**src/hdl/mpg_pkg.sv**
```systemverilog
// shared types, constants and step functions of the multilane random generator
package mpg_pkg;

  localparam int WORD_W    = 32;
  localparam int LANE_ID_W = 6;
  localparam int DIM_W     = 13;
  localparam int BC_W      = 18;
  localparam int PROD_W    = 25;
  localparam int FRAC_W    = 23;
  localparam int SH_W      = 5;

  localparam int unsigned XS_A       = 13;
  localparam int unsigned XS_B       = 17;
  localparam int unsigned XS_C       = 5;
  localparam int unsigned FRAC_SHIFT = 9;

  localparam logic [WORD_W-1:0] LFSR_MASK = 32'h8001_7BAE;
  localparam logic [WORD_W-1:0] ONE_EXP   = 32'h7F << 23;
  localparam logic [7:0]        EXP_TOP   = 8'd126;

  localparam logic [DIM_W-1:0]  DIM_MAX    = 13'd4096;
  localparam logic [DIM_W-1:0]  DIM_MIN    = 13'd1;
  localparam logic [DIM_W-1:0]  ROWS_RESET = 13'd64;
  localparam logic [DIM_W-1:0]  COLS_RESET = 13'd64;

  // input item function codes
  localparam logic FUNC_SEED = 1'b0;
  localparam logic FUNC_GEN  = 1'b1;

  // generator and conversion selections
  localparam logic GEN_XORSHIFT = 1'b0;
  localparam logic CONV_UNIFORM = 1'b0;

  typedef enum logic [1:0] {
    REG_GEN_MODE,
    REG_CONV_MODE,
    REG_ROWS,
    REG_COLS
  } cfg_reg_t;

  typedef enum logic [1:0] {
    ST_IDLE,
    ST_ISSUE,
    ST_DRAIN
  } state_t;

  // one lane entering the shared unit
  typedef struct packed {
    logic                 valid;
    logic [LANE_ID_W-1:0] lane;
    logic                 last;
    logic                 mdone;
  } issue_t;

  // one converted lane leaving the shared unit
  typedef struct packed {
    logic                 valid;
    logic [WORD_W-1:0]    value;
    logic [LANE_ID_W-1:0] lane;
    logic                 last;
    logic                 mdone;
  } res_t;

  function automatic logic [WORD_W-1:0] step_xorshift(input logic [WORD_W-1:0] x);
    logic [WORD_W-1:0] a;
    logic [WORD_W-1:0] b;
    a = x ^ (x << XS_A);
    b = a ^ (a >> XS_B);
    return b ^ (b << XS_C);
  endfunction

  function automatic logic [WORD_W-1:0] step_lfsr(input logic [WORD_W-1:0] x);
    logic [WORD_W-1:0] s;
    s = x >> 1;
    return x[0] ? (s ^ LFSR_MASK) : s;
  endfunction

  // left shift that brings the leading one of m to the top bit
  function automatic logic [SH_W-1:0] lead_shift(input logic [FRAC_W-1:0] m);
    logic [SH_W-1:0] p;
    p = '0;
    for (int i = 0; i < FRAC_W; i++) begin
      if (m[i]) p = SH_W'(i);
    end
    return SH_W'(FRAC_W - 1) - p;
  endfunction

  function automatic logic [DIM_W-1:0] clamp_dim(input logic [DIM_W-1:0] d);
    logic [DIM_W-1:0] r;
    r = d;
    if (d == '0) r = DIM_MIN;
    else if (d > DIM_MAX) r = DIM_MAX;
    return r;
  endfunction

endpackage

```
**src/hdl/mpg_if.sv**
```systemverilog
// valid/ready channel interfaces for input items and result beats
interface mpg_in_if;
  logic        valid;
  logic        ready;
  logic        func;
  logic [5:0]  lane;
  logic [31:0] seed;

  modport source (output valid, func, lane, seed, input ready);
  modport sink (input valid, func, lane, seed, output ready);
endinterface

interface mpg_out_if;
  logic        valid;
  logic        ready;
  logic [31:0] value;
  logic [5:0]  out_lane;
  logic        last;
  logic        matrix_done;

  modport source (output valid, value, out_lane, last, matrix_done, input ready);
  modport sink (input valid, value, out_lane, last, matrix_done, output ready);
endinterface

```
**src/hdl/mpg_block_count.sv**
```systemverilog
// block counter and last-block detection for the rows x cols matrix
module mpg_block_count
  import mpg_pkg::*;
#(
  parameter int LANES = 64
) (
  input  logic             clk,
  input  logic             rst,
  input  logic [DIM_W-1:0] rows,
  input  logic [DIM_W-1:0] cols,
  input  logic             step,
  output logic             done
);

  localparam int SC_W  = BC_W + 1 + $clog2(LANES + 1);
  localparam int CMP_W = (SC_W > PROD_W) ? SC_W : PROD_W;
  localparam logic [CMP_W-1:0] LANES_C = CMP_W'(LANES);
  localparam logic [CMP_W-1:0] SCALE_0 = CMP_W'(2 * LANES);

  logic [2*DIM_W-1:0]  product_full;
  logic [BC_W-1:0]     block_counter;
  // holds (block_counter + 2) * LANES
  logic [CMP_W-1:0]    scaled;

  // matrix size from the current registers
  assign product_full = clamp_dim(rows) * clamp_dim(cols);

  // last block when rows*cols < (counter + 2) * LANES
  assign done = CMP_W'(product_full) < scaled;

  // counter and its scaled copy
  always_ff @(posedge clk) begin
    if (rst) begin
      block_counter <= '0;
      scaled        <= SCALE_0;
    end else if (step) begin
      if (done || (&block_counter)) begin
        block_counter <= '0;
        scaled        <= SCALE_0;
      end else begin
        block_counter <= block_counter + 1'b1;
        scaled        <= scaled + LANES_C;
      end
    end
  end

endmodule

```
**src/hdl/mpg_gen_unit.sv**
```systemverilog
// lane state memory with the shared step and float conversion pipeline
module mpg_gen_unit
  import mpg_pkg::*;
#(
  parameter int LANES = 64
) (
  input  logic              clk,
  input  logic              rst,
  input  logic              adv,
  input  issue_t            issue,
  input  logic              gen_mode,
  input  logic              conv_mode,
  input  logic              seed_we,
  input  logic [5:0]        seed_lane,
  input  logic [WORD_W-1:0] seed_data,
  output res_t              res,
  output logic              busy
);

  localparam int LW = (LANES > 1) ? $clog2(LANES) : 1;

  logic [WORD_W-1:0]    mem [LANES];
  logic [WORD_W-1:0]    rd_data;
  logic                 s1_valid;
  logic [LANE_ID_W-1:0] s1_lane;
  logic                 s1_last;
  logic                 s1_mdone;
  logic [WORD_W-1:0]    x_new;
  logic                 s2_valid;
  logic [LANE_ID_W-1:0] s2_lane;
  logic                 s2_last;
  logic                 s2_mdone;
  logic [WORD_W-1:0]    s2_x;
  logic [SH_W-1:0]      s2_sh;
  logic [FRAC_W-1:0]    m_new;
  logic [FRAC_W-1:0]    s2_m;
  logic [FRAC_W-1:0]    norm;
  logic [WORD_W-1:0]    uni;

  // lane state read, registered
  always_ff @(posedge clk) begin
    if (adv) begin
      rd_data <= mem[issue.lane[LW-1:0]];
    end
  end

  // seed load or write-back of the stepped state
  always_ff @(posedge clk) begin
    if (seed_we) begin
      mem[seed_lane[LW-1:0]] <= seed_data;
    end else if (adv && s1_valid) begin
      mem[s1_lane[LW-1:0]] <= x_new;
    end
  end

  // first stage tags
  always_ff @(posedge clk) begin
    if (rst) begin
      s1_valid <= 1'b0;
    end else if (adv) begin
      s1_valid <= issue.valid;
    end
  end

  always_ff @(posedge clk) begin
    if (adv) begin
      s1_lane  <= issue.lane;
      s1_last  <= issue.last;
      s1_mdone <= issue.mdone;
    end
  end

  // generator step and leading-one search
  assign x_new = (gen_mode == GEN_XORSHIFT) ? step_xorshift(rd_data) : step_lfsr(rd_data);
  assign m_new = x_new[WORD_W-1:FRAC_SHIFT];

  always_ff @(posedge clk) begin
    if (rst) begin
      s2_valid <= 1'b0;
    end else if (adv) begin
      s2_valid <= s1_valid;
    end
  end

  always_ff @(posedge clk) begin
    if (adv) begin
      s2_x     <= x_new;
      s2_m     <= m_new;
      s2_sh    <= lead_shift(m_new);
      s2_lane  <= s1_lane;
      s2_last  <= s1_last;
      s2_mdone <= s1_mdone;
    end
  end

  // normalise and pack the single float
  assign norm = s2_m << s2_sh;
  assign uni  = (s2_m == '0) ? {s2_x[0], 31'b0}
              : {s2_x[0], EXP_TOP - 8'(s2_sh), norm[FRAC_W-2:0], 1'b0};

  always_comb begin
    res.valid = s2_valid;
    res.value = (conv_mode == CONV_UNIFORM) ? uni : ({s2_x[0], 31'b0} | ONE_EXP);
    res.lane  = s2_lane;
    res.last  = s2_last;
    res.mdone = s2_mdone;
  end

  assign busy = s1_valid || s2_valid;

endmodule

```
**src/hdl/multilane_prng_matrix_generator.sv**
```systemverilog
// Multilane random matrix generator. A seed item (func 0) loads one lane's 32-bit state;
// a seed for a lane at or above LANES is dropped. A generate item (func 1) steps every
// lane once, by xorshift32 or a Galois LFSR, and delivers one float beat per lane in lane
// order, last set on the final lane and matrix_done on the final lane of the matrix's last
// block. Lanes are issued one per cycle, unless the output stalls, through the shared
// step and convert unit, which is fed by the single read port of the lane state memory.
// The input is not ready while a block is in flight. Lane states have no reset and must
// be seeded before the first generate item.
module multilane_prng_matrix_generator
  import mpg_pkg::*;
#(
  parameter int LANES = 64
) (
  input  logic               clk,
  input  logic               rst,
  input  logic               cfg_we,
  input  logic [1:0]         cfg_index,
  input  logic [DIM_W-1:0]   cfg_data,
  mpg_in_if.sink             in_ch,
  mpg_out_if.source          out_ch
);

  localparam int LW = (LANES > 1) ? $clog2(LANES) : 1;
  localparam logic [LW-1:0]        IDX_LAST  = LW'(LANES - 1);
  localparam logic [LANE_ID_W:0]   LANES_EXT = (LANE_ID_W + 1)'(LANES);

  state_t           state;
  state_t           state_next;
  logic             gen_mode;
  logic             conv_mode;
  logic [DIM_W-1:0] rows;
  logic [DIM_W-1:0] cols;
  logic [LW-1:0]    idx;
  logic             done_flag;
  logic             blk_done;
  logic             acc;
  logic             gen_acc;
  logic             seed_we;
  logic             adv;
  logic             busy;
  issue_t           issue;
  res_t             res;

  assign acc     = in_ch.valid && in_ch.ready;
  assign gen_acc = acc && (in_ch.func == FUNC_GEN);
  assign seed_we = acc && (in_ch.func == FUNC_SEED) && ({1'b0, in_ch.lane} < LANES_EXT);
  assign adv     = !out_ch.valid || out_ch.ready;

  // configuration registers
  always_ff @(posedge clk) begin
    if (rst) begin
      gen_mode  <= 1'b0;
      conv_mode <= 1'b0;
      rows      <= ROWS_RESET;
      cols      <= COLS_RESET;
    end else if (cfg_we) begin
      unique case (cfg_index)
        REG_GEN_MODE:  gen_mode  <= cfg_data[0];
        REG_CONV_MODE: conv_mode <= cfg_data[0];
        REG_ROWS:      rows      <= cfg_data;
        REG_COLS:      cols      <= cfg_data;
        default: ;
      endcase
    end
  end

  mpg_block_count #(
    .LANES (LANES)
  ) u_count (
    .clk  (clk),
    .rst  (rst),
    .rows (rows),
    .cols (cols),
    .step (gen_acc),
    .done (blk_done)
  );

  // sequencer state
  always_ff @(posedge clk) begin
    if (rst) begin
      state <= ST_IDLE;
    end else begin
      state <= state_next;
    end
  end

  always_comb begin
    state_next = state;
    unique case (state)
      ST_IDLE:  if (gen_acc) state_next = ST_ISSUE;
      ST_ISSUE: if (adv && (idx == IDX_LAST)) state_next = ST_DRAIN;
      ST_DRAIN: if (!busy) state_next = ST_IDLE;
      default:  state_next = ST_IDLE;
    endcase
  end

  // sequencer outputs
  always_comb begin
    in_ch.ready = (state == ST_IDLE);
    issue.valid = (state == ST_ISSUE);
    issue.lane  = LANE_ID_W'(idx);
    issue.last  = (idx == IDX_LAST);
    issue.mdone = done_flag && (idx == IDX_LAST);
  end

  // lane index and block end flag
  always_ff @(posedge clk) begin
    if (rst) begin
      idx <= '0;
    end else if (gen_acc) begin
      idx <= '0;
    end else if ((state == ST_ISSUE) && adv && (idx != IDX_LAST)) begin
      idx <= idx + 1'b1;
    end
  end

  always_ff @(posedge clk) begin
    if (gen_acc) begin
      done_flag <= blk_done;
    end
  end

  mpg_gen_unit #(
    .LANES (LANES)
  ) u_gen (
    .clk       (clk),
    .rst       (rst),
    .adv       (adv),
    .issue     (issue),
    .gen_mode  (gen_mode),
    .conv_mode (conv_mode),
    .seed_we   (seed_we),
    .seed_lane (in_ch.lane),
    .seed_data (in_ch.seed),
    .res       (res),
    .busy      (busy)
  );

  // output register
  always_ff @(posedge clk) begin
    if (rst) begin
      out_ch.valid <= 1'b0;
    end else if (adv) begin
      out_ch.valid <= res.valid;
    end
  end

  always_ff @(posedge clk) begin
    if (adv) begin
      out_ch.value       <= res.value;
      out_ch.out_lane    <= res.lane;
      out_ch.last        <= res.last;
      out_ch.matrix_done <= res.mdone;
    end
  end

  // final beat of a block carries the top lane
  a_last_lane: assert property (@(posedge clk) disable iff (rst)
    out_ch.valid && out_ch.last |-> out_ch.out_lane == LANE_ID_W'(LANES - 1))
    else $error("last beat on wrong lane");

  // matrix end only on a block's final beat
  a_done_last: assert property (@(posedge clk) disable iff (rst)
    out_ch.valid && out_ch.matrix_done |-> out_ch.last)
    else $error("matrix_done without last");

  // no item taken while lanes are still in the pipeline
  a_idle_empty: assert property (@(posedge clk) disable iff (rst)
    acc |-> !busy)
    else $error("item accepted while pipeline busy");

  // the stepping lane index advances only under an accepted slot
  a_idx_hold: assert property (@(posedge clk) disable iff (rst)
    (state == ST_ISSUE) && !adv |=> $stable(idx))
    else $error("lane index moved during stall");

endmodule
```
**src/flat_wrapper.sv**
```systemverilog
// flat-port wrapper written by rule: the top's interface ports become plain ports
module multilane_prng_matrix_generator_flat import mpg_pkg::*;
#(
  parameter int LANES = 64
)
  (clk, rst, cfg_we, cfg_index, cfg_data, in_ch_valid, in_ch_func, in_ch_lane, in_ch_seed, in_ch_ready, out_ch_valid, out_ch_value, out_ch_out_lane, out_ch_last, out_ch_matrix_done, out_ch_ready);
  mpg_in_if in_ch_i ();
  mpg_out_if out_ch_i ();
  input  logic clk;
  input  logic rst;
  input  logic cfg_we;
  input  logic [1:0] cfg_index;
  input  logic [DIM_W-1:0] cfg_data;
  input wire logic [$bits(in_ch_i.valid)-1:0] in_ch_valid;
  input wire logic [$bits(in_ch_i.func)-1:0] in_ch_func;
  input wire logic [$bits(in_ch_i.lane)-1:0] in_ch_lane;
  input wire logic [$bits(in_ch_i.seed)-1:0] in_ch_seed;
  output wire logic [$bits(in_ch_i.ready)-1:0] in_ch_ready;
  output wire logic [$bits(out_ch_i.valid)-1:0] out_ch_valid;
  output wire logic [$bits(out_ch_i.value)-1:0] out_ch_value;
  output wire logic [$bits(out_ch_i.out_lane)-1:0] out_ch_out_lane;
  output wire logic [$bits(out_ch_i.last)-1:0] out_ch_last;
  output wire logic [$bits(out_ch_i.matrix_done)-1:0] out_ch_matrix_done;
  input wire logic [$bits(out_ch_i.ready)-1:0] out_ch_ready;
  assign in_ch_i.valid = in_ch_valid;
  assign in_ch_i.func = in_ch_func;
  assign in_ch_i.lane = in_ch_lane;
  assign in_ch_i.seed = in_ch_seed;
  assign in_ch_ready = in_ch_i.ready;
  assign out_ch_valid = out_ch_i.valid;
  assign out_ch_value = out_ch_i.value;
  assign out_ch_out_lane = out_ch_i.out_lane;
  assign out_ch_last = out_ch_i.last;
  assign out_ch_matrix_done = out_ch_i.matrix_done;
  assign out_ch_i.ready = out_ch_ready;
  multilane_prng_matrix_generator #(.LANES(LANES)) u_core (.clk(clk), .rst(rst), .cfg_we(cfg_we), .cfg_index(cfg_index), .cfg_data(cfg_data), .in_ch(in_ch_i), .out_ch(out_ch_i));
endmodule
```
**config.mk**
```make
export PLATFORM = sky130hd
export DESIGN_NAME = multilane_prng_matrix_generator_flat
export DESIGN_NICKNAME = d
export VERILOG_FILES = /design/src/hdl/mpg_pkg.sv /design/src/hdl/mpg_if.sv /design/src/hdl/mpg_block_count.sv /design/src/hdl/mpg_gen_unit.sv /design/src/hdl/multilane_prng_matrix_generator.sv /design/src/flat_wrapper.sv
export SDC_FILE = /design/constraint.sdc
export NUM_CORES = 2
export LEC_CHECK = 0
export BUFFER_PORTS_ARGS = -buffer_cell sky130_fd_sc_hd__buf_2
export CAP_MARGIN = 15
export CORE_MARGIN = 10
export CORE_UTILIZATION = 35
export CTS_BUF_LIST = sky130_fd_sc_hd__clkbuf_8
export DETAILED_ROUTE_END_ITERATION = 8
export PLACE_DENSITY = 0.57
export SLEW_MARGIN = 20
export SYNTH_ARGS = -nofsm -noshare
export SYNTH_HDL_FRONTEND = slang
export SYNTH_SLANG_ARGS = --single-unit
```
**constraint.sdc**
```tcl
create_clock -name clk -period 8.2 [get_ports clk]
set_input_delay 1.23 -clock clk [delete_from_list [all_inputs] [get_ports clk]]
set_output_delay 1.23 -clock clk [all_outputs]
set_load 0.01 [all_outputs]
```
==> run metrics <==
clk sinks=2241; largest net degree at the start of global routing=126; hold depth=0; post-route cell area=106000 µm²; slew margin rel.=0.242; multiplexer share of the synthesized area=0.168; Yosys cell types=63; xor and xnor fraction of the mapped netlist area=0.0145; area leader, netlist=edfxtp_1; Largest stage delay, worst path=570 ps; P_sw=5.79 mW; via/cell ratio=5.32; RSZ-0062 raised after global routing=no; Simple-Gate Fraction of Synth Area=0.0333; Area contributors post-synth=edfxtp_1 (70%), mux4_2 (16%), fa_1 (2.6%); Power Density=226 nW/µm²; Ys Warns=0; Hold Path End=u_core.out_ch.last; WL/cell=28.4 µm; Min-Delay Path Class=reg2reg; DRC=0; number of flops mapped to enable cells by yosys=2164; clk_lat worst skew=1070 ps; DR iter-0 viols=5062; Final nets=5348; crit path max fanout=28; TritonCTS clock tree=done; Post-DP Area=99400 µm²; ANT nets after route=0; worst slew pin tran=1110 ps; WP data arrival=8510 ps; first-pass iteration count of the detailed router=5; largest family of logic cells by synthesized area=multiplexers; most common cell after layout, fill and taps aside=edfxtp_1; cell mode on critical path=fa_1; DIE HEIGHT=537 µm; VDD IR max=142 µV; Synth Flop Type=edfxtp_1; post-synthesis sequential area ratio=0.712; combinational share of power=0.085; final setup margin=659 ps; Reg2Reg Capture Point=u_core.u_count.scaled[13]; flop2flop setup slack=660 ps; Max Freq=133 MHz; Mapped Cells=4666; Worst EP required=9170 ps; first-pass GRT wire length=360000 µm; Hold WS=418 ps; Total Die Area=288000 µm²; Total Routed Length=253000 µm; Hold Vio Cnt, Final=0; slowest CP cell=fa_1; Clk network pwr share=0.370; kind of critical path=reg2reg; root buffer cell=clkbuf_8; MaxCap Viol Count=0; Worst R2R Path Depth=31; Yosys top cell area share=0.696; ys async rst share=0; gr usage total=0.173; IO Pins=101; Netlist Area Pre-Place=93400 µm²; startpoint of the most critical hold path=u_core.u_gen.s2_last; clock slew at the register clock pins of the worst setup and hold paths=60 ps; Crit Reg-Reg Startpoint=u_core.cols[12]; Period Utilization, post-route=0.920; Clock Skew=78.5 ps; switch share=0.242; Int Pwr=18.1 mW; TritonCTS Buffers=373; hpwl dp=152000 µm; antenna violations before repair=18; Synth Area in Compound Gates=0.0150; flops & latches, synth=2241; Worst Setup Start Kind=flip-flop; area delta synth->final=13.5%; setup TNS=0 ps; sequential share of power=0.545; Starting Density=0.352; Avg Inst Size Synth=20.0 µm²; count of pins over their slew limit=0; Synth Area in Adders=0.0388; most frequent cells in the layout=edfxtp_1 (2164), mux4_2 (676), clkbuf_8 (393); Leak Pwr=34.1 nW; H-tree levels=5; vias in the first global route=48600; worst slack, placed=190 ps; placement row count=189; Core Area=265000 µm²; IO buf count=98; Final setup viols=0; die width=537 µm; via count=47300; total gr overflow=0; GP Congestion=0.873; CP endpoint kind=flip-flop; outcome=complete, no violations; layout cells sized above 1=0.283; CTS max path bufs=4; min cycle time layout=7540 ps; # fillers=23700
==> power groups by stage <==
stage,Sequential [mW],Clock (mW),Combinational [mW]
finish,13.0,8.84,2.04
CTS,13.0,9.03,2.05
floorplan,13.2,0,1.26
global route,13.0,9.55,2.20
detailed placement,13.3,0,2.04
global placement,13.3,0,2.02
==> layout make-up <==
| cell class | instances | area (µm²) | area share |
|---|---|---|---|
| Sequential cell | 2241 | 66500 | 0.628 |
| Multi-Input combinational cell | 2003 | 26000 | 0.245 |
| Clock buffer | 393 | 5410 | 0.0510 |
| Tap cell | 3533 | 4420 | 0.0417 |
| Timing Repair Buffer | 253 | 1820 | 0.0171 |
| Clock inverter | 244 | 1080 | 0.0102 |
| Inverter | 200 | 759 | 0.00716 |
| Antenna cell | 17 | 42.5 | 0.000401 |
==> stage by stage <==
stage               std cells  utilization  power [mW]
floorplan                4667            -        14.5
global placement         8226        0.375        15.3
detailed placement       8228        0.375        15.3
CTS                      8865        0.399        24.1
global route             8872        0.400        24.8
finish                   8884        0.400        23.9
==> flip-flops by register name (all words and copies together), names as in the netlist, 6 cells and up <==
register and flops:
u_core.u_gen.mem 2048, u_core.u_count.block_counter 18, u_core.rows 13, u_core.u_gen.s2_lane 6
u_core.u_gen.s2_m 23, u_core.idx 6, u_core.out_ch.out_lane 6, u_core.out_ch.value 30
u_core.u_gen.s1_lane 6, u_core.u_count.scaled 20, u_core.cols 13, u_core.u_gen.rd_data 32
==> what timing repair did <==
action,CTS,global route
hold buffers,0,0
endpoints found under the setup margin,0,35
resized for setup,0,24
setup buffers,0,1
==> worst max-delay path: cells and delay by family (launching register included) <==
family	cells	cell delay [ps]
buffers and inverters	5	570
xor gates and xnor gates	1	100
DFF	1	360
AOI/OAI and AO/OA	10	1950
and+or+nand+nor	8	1330
adders and majority gates	7	3170
==> cell families after synthesis <==
logic type,Yosys count
other,1
buffers and inverters,423
DFF,2241
muxes,723
AOI/OAI and AO/OA,230
adders and majority gates,217
xor gates and xnor gates,132
and+or+nand+nor,699
==> synth_stat cells (3+ instances only) <==
cell type,n
nand4_1,16
xnor3_1,10
nor3b_1,3
nor4_1,12
xnor2_2,3
edfxtp_1,2164
or3_1,8
inv_1,196
a21o_1,12
ha_1,96
buf_1,53
fa_1,121
o31ai_1,4
nand2b_1,34
nor2_1,248
nand3_1,30
buf_4,3
a211oi_1,33
mux4_2,676
mux2i_1,25
o21a_1,11
or2_2,11
nand2_1,233
nand3b_1,6
buf_2,46
a31oi_1,10
dfxtp_1,77
nor3_1,33
a21oi_1,85
o21ai_0,48
o21bai_1,8
and3_1,6
o21ai_1,3
mux2_2,21
nor2b_1,34
xnor2_1,72
clkbuf_1,118
xor2_1,44
and2_1,22
==> worst max path at each step <==
stage / from / end / slack [ps] / cells after the start
2_1_floorplan: out_ch_ready / u_core.u_gen.mem[0][1] / 50 / 7
3_3_place_gp: u_core.cols[12] / u_core.u_count.scaled[23] / 280 / 31
3_5_place_dp: u_core.rows[12] / u_core.u_count.scaled[23] / 190 / 29
4_1_cts: u_core.cols[12] / u_core.u_count.scaled[13] / 160 / 29
5_1_grt: u_core.cols[12] / u_core.u_count.scaled[18] / 30 / 32
6_report: u_core.cols[12] / u_core.u_count.scaled[13] / 660 / 31
==> layer usage <==
metal | global-route usage | up-vias | share of wire
met5 | 0 | - | 0.00011
met4 | 0.0478 | 4 | 0.025
met3 | 0.0300 | 395 | 0.076
met2 | 0.278 | 1878 | 0.48
met1 | 0.243 | 25400 | 0.42
li1 | - | 19600 | -
(Power assumes the default switching activity.)
